`src/design/rlsd_pkg.sv`:
```
// Shared types, codes and constants of the RGB LED strip driver.
// No dependencies; every other design file refers to this package.
package rlsd_pkg;

    localparam int DEF_MAX_LEDS   = 64;
    localparam int QUEUE_DEPTH    = 2;
    localparam int BITS_PER_LED   = 24;

    localparam int NUM_LEDS_W     = 7;
    localparam int TICKS_W        = 8;
    localparam int CFG_INDEX_W    = 2;
    localparam int CFG_DATA_W     = 8;

    localparam logic [NUM_LEDS_W-1:0] RST_NUM_LEDS    = 7'd2;
    localparam logic [TICKS_W-1:0]    RST_ZERO_HIGH   = 8'd5;
    localparam logic [TICKS_W-1:0]    RST_ONE_HIGH    = 8'd14;
    localparam logic [TICKS_W-1:0]    RST_BIT_PERIOD  = 8'd20;

    localparam logic [CFG_INDEX_W-1:0] CFG_NUM_LEDS   = 2'd0;
    localparam logic [CFG_INDEX_W-1:0] CFG_ZERO_HIGH  = 2'd1;
    localparam logic [CFG_INDEX_W-1:0] CFG_ONE_HIGH   = 2'd2;
    localparam logic [CFG_INDEX_W-1:0] CFG_BIT_PERIOD = 2'd3;

    localparam logic [2:0] MODE_SET   = 3'd0;
    localparam logic [2:0] MODE_FILL  = 3'd1;
    localparam logic [2:0] MODE_CLEAR = 3'd2;
    localparam logic [2:0] MODE_START = 3'd3;
    localparam logic [2:0] MODE_TICK  = 3'd4;

    localparam logic [2:0] OP_SET     = 3'd0;
    localparam logic [2:0] OP_FILL    = 3'd1;
    localparam logic [2:0] OP_CLEAR   = 3'd2;
    localparam logic [2:0] OP_START   = 3'd3;
    localparam logic [2:0] OP_TICK    = 3'd4;
    localparam logic [2:0] OP_NONE    = 3'd5;

    localparam logic [1:0] STATUS_OK    = 2'd0;
    localparam logic [1:0] STATUS_RANGE = 2'd1;
    localparam logic [1:0] STATUS_BUSY  = 2'd2;

    typedef struct packed {
        logic [2:0]  op;
        logic [7:0]  pixel_index;
        logic [23:0] color;
    } item_t;

    typedef struct packed {
        logic [NUM_LEDS_W-1:0] strip_len;
        logic [TICKS_W-1:0]    zero_high_ticks;
        logic [TICKS_W-1:0]    one_high_ticks;
        logic [TICKS_W-1:0]    bit_period_ticks;
    } cfg_t;

endpackage

```
`src/design/rlsd_front.sv`:
```
// Front end: accepts input words, decodes the mode into an operation code.
// Depends on rlsd_pkg; feeds rlsd_queue.
module rlsd_front
(
    input  logic                s_tvalid,
    output logic                s_tready,
    input  logic [31:0]         s_tdata,
    input  logic [2:0]          s_tuser,
    input  logic                queue_full,
    input  logic                init_done,
    output logic                push,
    output rlsd_pkg::item_t     item
);

    logic [2:0] op;

    always_comb
    begin
        unique case (s_tuser)
            rlsd_pkg::MODE_SET:   op = rlsd_pkg::OP_SET;
            rlsd_pkg::MODE_FILL:  op = rlsd_pkg::OP_FILL;
            rlsd_pkg::MODE_CLEAR: op = rlsd_pkg::OP_CLEAR;
            rlsd_pkg::MODE_START: op = rlsd_pkg::OP_START;
            rlsd_pkg::MODE_TICK:  op = rlsd_pkg::OP_TICK;
            default:              op = rlsd_pkg::OP_NONE;
        endcase
    end

    assign s_tready         = init_done && !queue_full;
    assign push             = s_tvalid && s_tready;
    assign item.op          = op;
    assign item.pixel_index = s_tdata[7:0];
    assign item.color       = s_tdata[31:8];

endmodule

```
`src/design/rlsd_queue.sv`:
```
// Short queue of decoded words between the front end and the back end.
// Depends on rlsd_pkg for the word type and depth.
module rlsd_queue
(
    input  logic                clk,
    input  logic                rst_n,
    input  logic                push,
    input  rlsd_pkg::item_t     push_item,
    input  logic                pop,
    output logic                full,
    output logic                not_empty,
    output rlsd_pkg::item_t     head
);

    localparam int DEPTH = rlsd_pkg::QUEUE_DEPTH;
    localparam int PW    = (DEPTH > 1) ? $clog2(DEPTH) : 1;
    localparam int CW    = $clog2(DEPTH + 1);

    rlsd_pkg::item_t entry_reg [DEPTH];
    logic [PW-1:0]   wr_ptr_reg, wr_ptr_next;
    logic [PW-1:0]   rd_ptr_reg, rd_ptr_next;
    logic [CW-1:0]   cnt_reg, cnt_next;

    assign full      = (cnt_reg == CW'(DEPTH));
    assign not_empty = (cnt_reg != '0);
    assign head      = entry_reg[rd_ptr_reg];

    always_comb
    begin
        wr_ptr_next = wr_ptr_reg;
        rd_ptr_next = rd_ptr_reg;
        cnt_next    = cnt_reg;
        if (push)
        begin
            wr_ptr_next = (wr_ptr_reg == PW'(DEPTH - 1)) ? '0 : PW'(wr_ptr_reg + 1'b1);
        end
        if (pop)
        begin
            rd_ptr_next = (rd_ptr_reg == PW'(DEPTH - 1)) ? '0 : PW'(rd_ptr_reg + 1'b1);
        end
        if (push && !pop)
        begin
            cnt_next = CW'(cnt_reg + 1'b1);
        end
        else if (pop && !push)
        begin
            cnt_next = CW'(cnt_reg - 1'b1);
        end
    end

    always_ff @(posedge clk or negedge rst_n)
    begin
        if (!rst_n)
        begin
            wr_ptr_reg <= '0;
            rd_ptr_reg <= '0;
            cnt_reg    <= '0;
        end
        else
        begin
            wr_ptr_reg <= wr_ptr_next;
            rd_ptr_reg <= rd_ptr_next;
            cnt_reg    <= cnt_next;
        end
    end

    always_ff @(posedge clk)
    begin
        if (push)
        begin
            entry_reg[wr_ptr_reg] <= push_item;
        end
    end

endmodule

```
`src/design/rlsd_back.sv`:
```
// Back end: pixel store, store sweeps, line waveform sequencer, result register.
// Depends on rlsd_pkg; pops words from rlsd_queue.
module rlsd_back
#(
    parameter int MAX_LEDS = rlsd_pkg::DEF_MAX_LEDS
)
(
    input  logic                clk,
    input  logic                rst_n,
    input  rlsd_pkg::cfg_t      cfg,
    input  logic                q_valid,
    input  rlsd_pkg::item_t     q_item,
    output logic                pop,
    output logic                init_done,
    output logic                m_tvalid,
    input  logic                m_tready,
    output logic [7:0]          m_tdata
);

    localparam int AW = (MAX_LEDS > 1) ? $clog2(MAX_LEDS) : 1;
    localparam int LW = $clog2(MAX_LEDS + 1);

    localparam logic ST_RUN   = 1'b0;
    localparam logic ST_SWEEP = 1'b1;

    logic [23:0]  mem [MAX_LEDS];
    logic [23:0]  rd_data_reg;

    logic         state_reg, state_next;
    logic         init_done_reg, init_done_next;
    logic [LW-1:0] sweep_pos_reg, sweep_pos_next;
    logic [LW-1:0] sweep_end_reg, sweep_end_next;
    logic [23:0]  sweep_data_reg, sweep_data_next;

    logic [LW-1:0] led_pos_reg, led_pos_next;
    logic [4:0]   bit_pos_reg, bit_pos_next;
    logic [7:0]   tick_reg, tick_next;
    logic         busy_reg, busy_next;

    logic         out_valid_reg;
    logic [1:0]   out_status_reg;
    logic         out_line_reg;
    logic         out_sending_reg;

    logic [LW-1:0] count;
    logic [1:0]   status;
    logic         line;
    logic         we;
    logic [AW-1:0] waddr;
    logic [23:0]  wdata;
    logic [AW-1:0] raddr;
    logic [23:0]  grb;
    logic         cur_bit;
    logic [7:0]   high_ticks;
    logic [8:0]   tick_inc;
    logic [4:0]   bit_inc;
    logic [LW-1:0] led_inc;
    logic [LW-1:0] sweep_inc;

    assign count = ({25'd0, cfg.strip_len} > 32'(MAX_LEDS)) ? LW'(MAX_LEDS) : LW'(cfg.strip_len);
    assign pop   = (state_reg == ST_RUN) && q_valid && (!out_valid_reg || m_tready);

    assign grb        = {rd_data_reg[15:8], rd_data_reg[23:16], rd_data_reg[7:0]};
    assign cur_bit    = grb[5'd23 - bit_pos_reg];
    assign high_ticks = cur_bit ? cfg.one_high_ticks : cfg.zero_high_ticks;
    assign tick_inc   = {1'b0, tick_reg} + 9'd1;
    assign bit_inc    = bit_pos_reg + 5'd1;
    assign led_inc    = LW'(led_pos_reg + 1'b1);
    assign sweep_inc  = LW'(sweep_pos_reg + 1'b1);

    always_comb
    begin
        state_next      = state_reg;
        init_done_next  = init_done_reg;
        sweep_pos_next  = sweep_pos_reg;
        sweep_end_next  = sweep_end_reg;
        sweep_data_next = sweep_data_reg;
        led_pos_next    = led_pos_reg;
        bit_pos_next    = bit_pos_reg;
        tick_next       = tick_reg;
        busy_next       = busy_reg;
        status          = rlsd_pkg::STATUS_OK;
        line            = 1'b0;
        we              = 1'b0;
        waddr           = sweep_pos_reg[AW-1:0];
        wdata           = sweep_data_reg;

        if (state_reg == ST_SWEEP)
        begin
            we             = 1'b1;
            sweep_pos_next = sweep_inc;
            if (sweep_inc == sweep_end_reg)
            begin
                state_next     = ST_RUN;
                init_done_next = 1'b1;
            end
        end
        else if (pop)
        begin
            if (q_item.op == rlsd_pkg::OP_TICK)
            begin
                if (busy_reg && ({{(32-LW){1'b0}}, led_pos_reg} < 32'(MAX_LEDS))
                    && (bit_pos_reg < 5'd24))
                begin
                    line = (tick_reg < high_ticks);
                    if (tick_inc >= {1'b0, cfg.bit_period_ticks})
                    begin
                        tick_next = '0;
                        if (bit_inc >= 5'd24)
                        begin
                            bit_pos_next = '0;
                            led_pos_next = led_inc;
                            if (led_inc >= count)
                            begin
                                busy_next = 1'b0;
                            end
                        end
                        else
                        begin
                            bit_pos_next = bit_inc;
                        end
                    end
                    else
                    begin
                        tick_next = tick_inc[7:0];
                    end
                end
                else
                begin
                    busy_next = 1'b0;
                end
            end
            else if (busy_reg)
            begin
                status = rlsd_pkg::STATUS_BUSY;
            end
            else
            begin
                case (q_item.op)
                    rlsd_pkg::OP_SET:
                    begin
                        if ({24'd0, q_item.pixel_index} < 32'(count))
                        begin
                            we    = 1'b1;
                            waddr = AW'(q_item.pixel_index);
                            wdata = q_item.color;
                        end
                        else
                        begin
                            status = rlsd_pkg::STATUS_RANGE;
                        end
                    end
                    rlsd_pkg::OP_FILL, rlsd_pkg::OP_CLEAR:
                    begin
                        if (count != '0)
                        begin
                            state_next      = ST_SWEEP;
                            sweep_pos_next  = '0;
                            sweep_end_next  = count;
                            sweep_data_next = (q_item.op == rlsd_pkg::OP_FILL) ? q_item.color
                                                                                : 24'd0;
                        end
                    end
                    rlsd_pkg::OP_START:
                    begin
                        led_pos_next = '0;
                        bit_pos_next = '0;
                        tick_next    = '0;
                        busy_next    = (count != '0);
                    end
                    default:
                    begin
                    end
                endcase
            end
        end
    end

    assign raddr = ({{(32-LW){1'b0}}, led_pos_next} < 32'(MAX_LEDS)) ? led_pos_next[AW-1:0]
                                                                     : '0;

    always_ff @(posedge clk)
    begin
        if (we)
        begin
            mem[waddr] <= wdata;
        end
        rd_data_reg <= mem[raddr];
    end

    always_ff @(posedge clk or negedge rst_n)
    begin
        if (!rst_n)
        begin
            state_reg      <= ST_SWEEP;
            init_done_reg  <= 1'b0;
            sweep_pos_reg  <= '0;
            sweep_end_reg  <= LW'(MAX_LEDS);
            sweep_data_reg <= '0;
            led_pos_reg    <= '0;
            bit_pos_reg    <= '0;
            tick_reg       <= '0;
            busy_reg       <= 1'b0;
            out_valid_reg  <= 1'b0;
        end
        else
        begin
            state_reg      <= state_next;
            init_done_reg  <= init_done_next;
            sweep_pos_reg  <= sweep_pos_next;
            sweep_end_reg  <= sweep_end_next;
            sweep_data_reg <= sweep_data_next;
            led_pos_reg    <= led_pos_next;
            bit_pos_reg    <= bit_pos_next;
            tick_reg       <= tick_next;
            busy_reg       <= busy_next;
            if (pop)
            begin
                out_valid_reg <= 1'b1;
            end
            else if (m_tready)
            begin
                out_valid_reg <= 1'b0;
            end
        end
    end

    always_ff @(posedge clk)
    begin
        if (pop)
        begin
            out_status_reg  <= status;
            out_line_reg    <= line;
            out_sending_reg <= busy_reg || busy_next;
        end
    end

    assign init_done = init_done_reg;
    assign m_tvalid  = out_valid_reg;
    assign m_tdata   = {4'd0, out_sending_reg, out_line_reg, out_status_reg};

    a_busy_in_range: assert property (@(posedge clk) disable iff (!rst_n)
        busy_reg |-> ({{(32-LW){1'b0}}, led_pos_reg} < 32'(MAX_LEDS)) && (bit_pos_reg < 5'd24))
        else $error("transfer position out of range");

    a_no_pop_in_sweep: assert property (@(posedge clk) disable iff (!rst_n)
        (state_reg == ST_SWEEP) |-> !pop)
        else $error("word taken during a store sweep");

    a_line_only_ok: assert property (@(posedge clk) disable iff (!rst_n)
        (out_valid_reg && out_line_reg) |-> (out_status_reg == rlsd_pkg::STATUS_OK)
            && out_sending_reg)
        else $error("line high without an active transfer");

    a_no_busy_during_sweep: assert property (@(posedge clk) disable iff (!rst_n)
        (state_reg == ST_SWEEP) |-> !busy_reg)
        else $error("store sweep during a transfer");

    a_result_held: assert property (@(posedge clk) disable iff (!rst_n)
        (out_valid_reg && !m_tready) |=> out_valid_reg && $stable(m_tdata))
        else $error("stalled result lost");

endmodule

```
`src/design/rgb_led_strip_driver.sv`:
```
// RGB LED strip driver top level: configuration registers and the three stages.
// Depends on rlsd_pkg, rlsd_front, rlsd_queue and rlsd_back.
//
// Each input word gives exactly one result word, in order. Set pixel, start,
// tick and undefined modes need no store sweep in the back end, so ticks can
// stream at one word per clock while m_tready is high. Fill and clear occupy
// the single write port of the pixel store while they sweep every LED in use
// (saturated LED count); words sent meanwhile wait in the two-entry queue.
// After reset a sweep over all MAX_LEDS entries clears the store, during which
// s_tready stays low; configuration writes are taken at any time. A result waits in an
// output register, so a stalled m_tready does not block acceptance of the next word.
module rgb_led_strip_driver
#(
    parameter int MAX_LEDS = rlsd_pkg::DEF_MAX_LEDS
)
(
    input  logic                                clk,
    input  logic                                rst_n,
    input  logic                                s_tvalid,
    output logic                                s_tready,
    input  logic [31:0]                         s_tdata,    // pixel_index[7:0], color[31:8]
    input  logic [2:0]                          s_tuser,    // mode[2:0]
    output logic                                m_tvalid,
    input  logic                                m_tready,
    output logic [7:0]                          m_tdata,    // status[1:0], line_level[2],
                                                            // sending[3], zero[7:4]
    input  logic                                cfg_we,
    input  logic [rlsd_pkg::CFG_INDEX_W-1:0]    cfg_index,
    input  logic [rlsd_pkg::CFG_DATA_W-1:0]     cfg_wdata
);

    rlsd_pkg::cfg_t  cfg_reg;
    rlsd_pkg::item_t push_item;
    rlsd_pkg::item_t head;
    logic            push;
    logic            pop;
    logic            queue_full;
    logic            queue_valid;
    logic            init_done;

    always_ff @(posedge clk or negedge rst_n)
    begin
        if (!rst_n)
        begin
            cfg_reg.strip_len        <= rlsd_pkg::RST_NUM_LEDS;
            cfg_reg.zero_high_ticks  <= rlsd_pkg::RST_ZERO_HIGH;
            cfg_reg.one_high_ticks   <= rlsd_pkg::RST_ONE_HIGH;
            cfg_reg.bit_period_ticks <= rlsd_pkg::RST_BIT_PERIOD;
        end
        else if (cfg_we)
        begin
            unique case (cfg_index)
                rlsd_pkg::CFG_NUM_LEDS:
                    cfg_reg.strip_len <= cfg_wdata[rlsd_pkg::NUM_LEDS_W-1:0];
                rlsd_pkg::CFG_ZERO_HIGH:
                    cfg_reg.zero_high_ticks <= cfg_wdata;
                rlsd_pkg::CFG_ONE_HIGH:
                    cfg_reg.one_high_ticks <= cfg_wdata;
                rlsd_pkg::CFG_BIT_PERIOD:
                    cfg_reg.bit_period_ticks <= cfg_wdata;
                default:
                begin
                end
            endcase
        end
    end

    rlsd_front u_front
    (
        .s_tvalid   (s_tvalid),
        .s_tready   (s_tready),
        .s_tdata    (s_tdata),
        .s_tuser    (s_tuser),
        .queue_full (queue_full),
        .init_done  (init_done),
        .push       (push),
        .item       (push_item)
    );

    rlsd_queue u_queue
    (
        .clk        (clk),
        .rst_n      (rst_n),
        .push       (push),
        .push_item  (push_item),
        .pop        (pop),
        .full       (queue_full),
        .not_empty  (queue_valid),
        .head       (head)
    );

    rlsd_back #(.MAX_LEDS(MAX_LEDS)) u_back
    (
        .clk        (clk),
        .rst_n      (rst_n),
        .cfg        (cfg_reg),
        .q_valid    (queue_valid),
        .q_item     (head),
        .pop        (pop),
        .init_done  (init_done),
        .m_tvalid   (m_tvalid),
        .m_tready   (m_tready),
        .m_tdata    (m_tdata)
    );

endmodule
```
`config.mk`:
```
export PLATFORM = sky130hd
export DESIGN_NAME = rgb_led_strip_driver
export DESIGN_NICKNAME = d
export VERILOG_FILES = /design/src/design/rlsd_pkg.sv /design/src/design/rlsd_front.sv /design/src/design/rlsd_queue.sv /design/src/design/rlsd_back.sv /design/src/design/rgb_led_strip_driver.sv
export SDC_FILE = /design/constraint.sdc
export NUM_CORES = 2
export LEC_CHECK = 0
export ABC_AREA = 1
export BUFFER_PORTS_ARGS = -buffer_cell sky130_fd_sc_hd__buf_2
export CAP_MARGIN = 10
export CORE_MARGIN = 2
export CORE_UTILIZATION = 55
export DETAILED_ROUTE_END_ITERATION = 8
export PLACE_DENSITY = 0.73
export SLEW_MARGIN = 10
export SYNTH_ARGS = -nofsm -noshare
export SYNTH_HDL_FRONTEND = slang
export SYNTH_SLANG_ARGS = --single-unit
```
`constraint.sdc`:
```
create_clock -name clk -period 5.9 [get_ports clk]
set_clock_uncertainty 0.1 [all_clocks]
set_input_delay 0.59 -clock clk [delete_from_list [all_inputs] [get_ports clk]]
set_output_delay 0.59 -clock clk [all_outputs]
set_load 0.005 [all_outputs]
```
Yosys cells after proc, flatten, opt, wreduce, memory -nomap -nowiden
Memories as Yosys holds them, arrays and structs flattened. A register that Yosys moved wholly into a read port is not among the register bits.
Index checks and enable logic that the tools add are counted.
Widths: inputs -> output; s select.

cells by class
  add/sub/neg operators = 9
  equal/unequal tests = 18
  bitwise operators = 5
  reductions and logical operators = 38
  magnitude comparators = 10
  muxes and demuxes = 79

operators by type and width
  operator             count
  $mux 24              7
  $mux 7               15
  $mux 8               6
  $mux 6               7
  $mux 1               32
  $mux 5               6
  $pmux 3 s5           1
  $add 7x1->7 const B  2
  $lt 7x7->1 const B   2
  $reduce_bool 2->1    7
  $eq 3x2->1 const B   4
  $reduce_and 6->1     2
  $reduce_and 2->1     5
  $reduce_and 5->1     2
  $add 8x1->9 const B  1
  $ge 9x8->1           1
  $logic_and 1x1->1    8
  $lt 8x7->1           1
  $lt 8x8->1           1
  $mux 2               4
  $eq 7x7->1           1
  $ge 7x7->1           1
  $gt 7x7->1 const B   1
  $reduce_bool 7->1    1
  23 further kinds     41

storage, ports and cells
  word-level logic and storage cells = 182
  bits in registers = 101
  memories kept = 2
  bits in writable memories = 1606
  output and inout bits = 10

memories
  name               depth  width  rd ports  clocked after Yosys merged registers in  wr ports  RTL line          source
  u_back.mem         64     24     1         1                                        1         rlsd_back.sv:26   logic [23:0] mem [MAX_LEDS];
  u_queue.entry_reg  2      35     1         0                                        1         rlsd_queue.sv:19  rlsd_pkg::item_t entry_reg [DEPTH];

Longest topological paths before layout
  word-level depth = 11
  gate-level depth with buffers = 33
  depth with buffers taken out = 30

Modules after synthesis
A second synthesis with hierarchy kept.

unflattened totals
  cell total of the unflattened synthesis = 6085
  area total of the unflattened synthesis = 72647.2 um^2

modules (own cells, without submodules)
  module                cells each  sequential area each (um^2)  instances  area an instance (um^2)
  rlsd_back             5769        48278.8                      1          68116.6
  rlsd_queue            134         2202.1                       1          2882.8
  rgb_led_strip_driver  139         785.8                        1          1361.3
  rlsd_front            43          0.0                          1          286.5

Least setup slack after synthesis
OpenSTA, ideal clock, no wires.

  path kind = register to register
  start point = reg u_queue.rd_ptr_reg
  end point = mem u_back.mem[0][0], data pin
  stages on the path, launching flop included = 15
  arrival = 5.432 ns
  period minus slack after synthesis = 6.233 ns
  library setup time = 0.702 ns
  path slack = -0.333 ns
  cell sequence = dfrtp_1 > buf_6 > clkbuf_1 > buf_1 > nand2_1 > nand2_1 > ha_1 > a211oi_1 > nand2_1 > a21oi_2 > nand2_4 > buf_6 > buf_2 > clkbuf_1 > o21ai_0

between the ends
  longest elaborated chain between the ends = 8
  elaborated cells on any way between the ends = 10

ends and longest elaborated chain
  element                   RTL line          source
  start: declaration        rlsd_queue.sv:21  logic [PW-1:0] rd_ptr_reg, rd_ptr_next;
  start signal: assignment  rlsd_queue.sv:62  rd_ptr_reg <= rd_ptr_next;
  $mem_v2 2x35 *            -
  $lt 8x7->1                rlsd_back.sv:142  if ({24'd0, q_item.pixel_index} < 32'(count))
  $mux 24                   rlsd_back.sv:142
  $mux 24                   rlsd_back.sv:139  case (q_item.op)
  $mux 24                   rlsd_back.sv:133  else if (busy_reg)
  $mux 24 *                 rlsd_back.sv:100  if (q_item.op == rlsd_pkg::OP_TICK)
  $mux 24 *                 rlsd_back.sv:98   else if (pop)
  $mux 24 *                 rlsd_back.sv:88   if (state_reg == ST_SWEEP)
  via u_back.wdata[0]       rlsd_back.sv:50   logic [23:0] wdata;
  end: declaration          rlsd_back.sv:26

The timed path passes the listed nets; every way through them passes the cells marked *.

Final worst setup path
  start point = reg u_queue.rd_ptr_reg
  end point = reg u_back.rd_data_reg[6], read port of u_back.mem

between the ends
  longest elaborated chain between the ends = 9
  elaborated cells on any way between the ends = 10

ends and longest elaborated chain
  element           RTL line          source
  $mem_v2 2x35 *    -
  $eq 3x2->1        rlsd_back.sv:139
  $mux 7            rlsd_back.sv:139
  $mux 7            rlsd_back.sv:133
  $mux 7 *          rlsd_back.sv:100
  $mux 7 *          rlsd_back.sv:98
  $mux 7 *          rlsd_back.sv:88
  $lt 7x7->1        rlsd_back.sv:179  assign raddr = ({{(32-LW){1'b0}}, led_pos_next} < 32'(MAX_LEDS)) ? led_pos_next[AW-1:0]
  $mux 6 *          rlsd_back.sv:179
  end: declaration  rlsd_back.sv:27   logic [23:0] rd_data_reg;

Every way passes the cells marked *; elsewhere a longest branch is shown, timed or not.
A chain may end at the register's enable or synchronous reset.

==> results.py <==
metrics = {
    "yosys": {
        "synth-main-ff-cell": "edfxtp_1",
        "synth_top_area_cell": "edfxtp_1",
        "synth-async-reset-ratio_pct": 5.60,
        "ys_top_cells_by_count": "nand2_1, edfxtp_1, nand3_1",
        "synth-edff-count": 1610,
        "syn_area_sq_um": 71100,
        "yosysMostFrequentCell": "nand2_1",
        "synth.avg_cell_area_sq_um": 11.9,
        "synthDistinctLibCells": 55,
        "netlist_top_cells_area": "edfxtp_1, nand3_1, nand2_1",
        "netlist.area_leader.share_pct": 68.0,
        "postSynthCellCount": 5990,
        "ys_seq_area_share_pct": 72.1,
        "yosys_register_bits": 1731,
        "ys.warnings.count": 0,
    },
    "routing": {
        "vias": 48100,
        "routed_via_density": 6.13,
        "drtAntennaViolNets": 0,
        "routedWlPerCell_um": 24.6,
        "drtPass1Iterations": 6,
        "drcViolationCount": 0,
        "drt_iter0_drc": 6759,
        "wirelength_mm": 193,
    },
    "global_route": {
        "grt_pass1_wl_mm": 287,
        "grt_remaining_overflow": 0,
        "grt_pass1_vias": 46300,
        "antenna_found_initial": 4,
        "grt_use_total_pct": 29.3,
        "grt_max_degree": 159,
    },
    "floorplan": {
        "core-area_sq_um": 128000,
        "placementRows": 131,
        "io_pins": 60,
        "die_y_um": 363,
        "start_util_pct": 55.6,
        "die_w_um": 363,
        "dieArea_sq_um": 132000,
    },
    "worst_setup_path": {
        "cp_max_fo": 64,
        "worstPathCellList": "buf_4, nand2_1, nand2_2, nand2_1, nor2_4, nand2_2, o21ai_2, inv_2, nor2_4, nand2_4, buf_12, nand2_1, nand3_1, nand3_1, nand3_1, nand3_1, nand2_1, nand2_1, nand2_1",
        "cp-end-kind": "flip-flop",
        "crit_slowest_cell": "buf_4",
        "reg2reg_depth": 19,
        "critical_path_class": "flip-flop to flip-flop",
        "critical_path_arrival_ps": 5730,
        "critPathLaunchType": "flip-flop",
        "slowest_delay_ps": 460,
        "crit_top_cell": "nand2_1",
        "worstPathRequired_ps": 6480,
    },
    "cells_and_area": {
        "drive_gt1_share_pct": 9.78,
        "fill_cells": 9293,
        "largest_reg_flops": 1536,
        "layout.nets": 6135,
        "area_delta_synth_final_pct": 11.7,
    },
    "timing": {
        "post-route-period-util_pct": 87.3,
        "slew_headroom_pct": 16.7,
        "rsz0062_at_grt": "false",
        "setup_viol": 0,
        "max_freq_ghz": 0.194,
        "hold_ws_ps": 62.3,
        "final_hold_viol_count": 0,
        "worst_pin_slew_ps": 1240,
        "drv_slew": 0,
        "setup_slack_ps": 752,
        "period_needed_ps": 5150,
    },
    "outcome": {
        "status": "finished clean",
    },
    "clocking": {
        "postCtsSetupBuffers": 0,
        "cts-resized-gates": 0,
        "clkLatencyLatePin_ps": 810,
        "cts-root-buf": "clkbuf_16",
        "cts.clk_slew.worst_paths_ps": 60,
        "cts.sinks": 1731,
        "cts_buffers": 169,
        "hold_buffers": 42,
        "cts_buffer_depth": 3,
        "cts_tree": "built",
        "htreeDepth": 4,
    },
    "power_and_ir_drop": {
        "power_switching_mw": 13.3,
        "leakagePower_nw": 29.1,
        "comb_power_share_pct": 30.2,
        "vdd_ir_drop_max_mv": 0.910,
        "power_density_nw_per_um2": 465,
        "seqPwrFrac_pct": 41.3,
        "clockPowerShare_pct": 28.4,
        "sw_frac_of_total_pct": 35.9,
        "p_total_mw": 36.9,
        "p_int_mw": 23.6,
    },
    "place": {
        "port_buffers": 55,
        "dp_hpwl_mm": 108,
        "gp_congestion": 0.933,
        "pre_cts_ws_ps": 1040,
    },
    "run": {
        "drv_cap": 0,
    },
    "hold_path": {
        "hold_depth": 3,
        "hold_class": "primary input to flip-flop",
    },
}
layout make-up:
| class | instances | area, sq um | share of cell area [%] |
|---|---|---|---|
| Sequential cell | 1731 | 51300 | 64.6 |
| Antenna cell | 2 | 5.00 | 0.00631 |
| Clock inverter | 93 | 850 | 1.07 |
| Timing Repair Buffer | 263 | 2380 | 3.00 |
| Clock buffer | 215 | 4510 | 5.69 |
| Multi-Input combinational cell | 3786 | 17900 | 22.5 |
| Inverter | 99 | 378 | 0.476 |
| Tap cell | 1662 | 2080 | 2.62 |
layer usage:
metal	up-vias	GRT usage [%]	routed length, um
met3	465	6.85	22200
met4	0	14.7	9520
li1	21400	-	-
met2	2772	46.6	91100
met1	23500	37.9	70200
met5	-	0	0
kinds of logic (layout without fill, tap and decap cells):
kind of cell / count (synthesis) / count (layout) / share of synthesized area, %
compound gates: 187 / 187 / 1.60
xor+xnor: 22 / 22 / 0.271
fa+ha+maj: 35 / 35 / 0.616
buf+inv: 476 / 670 / 3.37
flops: 1731 / 1731 / 72.1
mux: 31 / 31 / 0.437
other cells: 1 / 6 / 0.00528
simple gates: 3507 / 3507 / 21.6
placed cells by master, fill, tap and decap left out, types with 25 or more instances in the layout:
master | synthesis | layout
nand2_1 | 1793 | 1789
clkinv_1 | 2 | 44
nand3_1 | 1552 | 1551
nor2_2 | 2 | 66
nor2_1 | 112 | 45
buf_12 | 0 | 35
clkinv_2 | 0 | 25
edfxtp_1 | 1610 | 1610
ha_1 | 35 | 35
buf_2 | 248 | 54
clkbuf_16 | 0 | 170
inv_1 | 88 | 87
buf_4 | 32 | 132
dfrtp_1 | 87 | 86
o21ai_4 | 1 | 25
dlygate4sd3_1 | 0 | 42
clkbuf_1 | 62 | 36
o21ai_0 | 104 | 80
mux2i_1 | 31 | 31
worst paths after layout:
check | start | slack [ps] | end
min | cfg_wdata[0] | 60 | cfg_reg[24]
min reg2reg | u_back.init_done | 350 | u_back.init_done
max reg2reg | u_queue.rd_ptr_reg | 750 | u_back.rd_data_reg[6]
max | u_queue.rd_ptr_reg | 750 | u_back.rd_data_reg[6]
max in group asynchronous | rst_n | 4270 | u_queue.rd_ptr_reg
min in group asynchronous | rst_n | 240 | u_back.sweep_data_reg[2]
power by group through the flow:
stage               Clock (mW)  Sequential (mW)  Combinational [mW]
floorplan                    0             15.5                7.18
global placement             0             15.5                10.6
detailed placement           0             15.5                10.8
CTS                       10.6             15.2                10.9
global route              11.0             15.3                12.0
finish                    10.5             15.3                11.1
per-stage QoR:
stage | util, % | std cells | cell area [sq um] | TNS [ps]
after floorplan | - | 5993 | 71100 | -85370
after global placement | 57.6 | 7499 | 73600 | 0
after detailed placement | 57.6 | 7499 | 73600 | 0
after CTS | 62.1 | 7849 | 79400 | 0
after global routing | 62.1 | 7850 | 79400 | 0
final | 62.1 | 7851 | 79400 | 0
critical path, delay by kind of cell (launching register included):
kind,cells,cell delay [ps]
compound gates,1,230
simple gates,15,3250
flops,1,440
buf+inv,3,900
(Power assumes the default switching activity.)
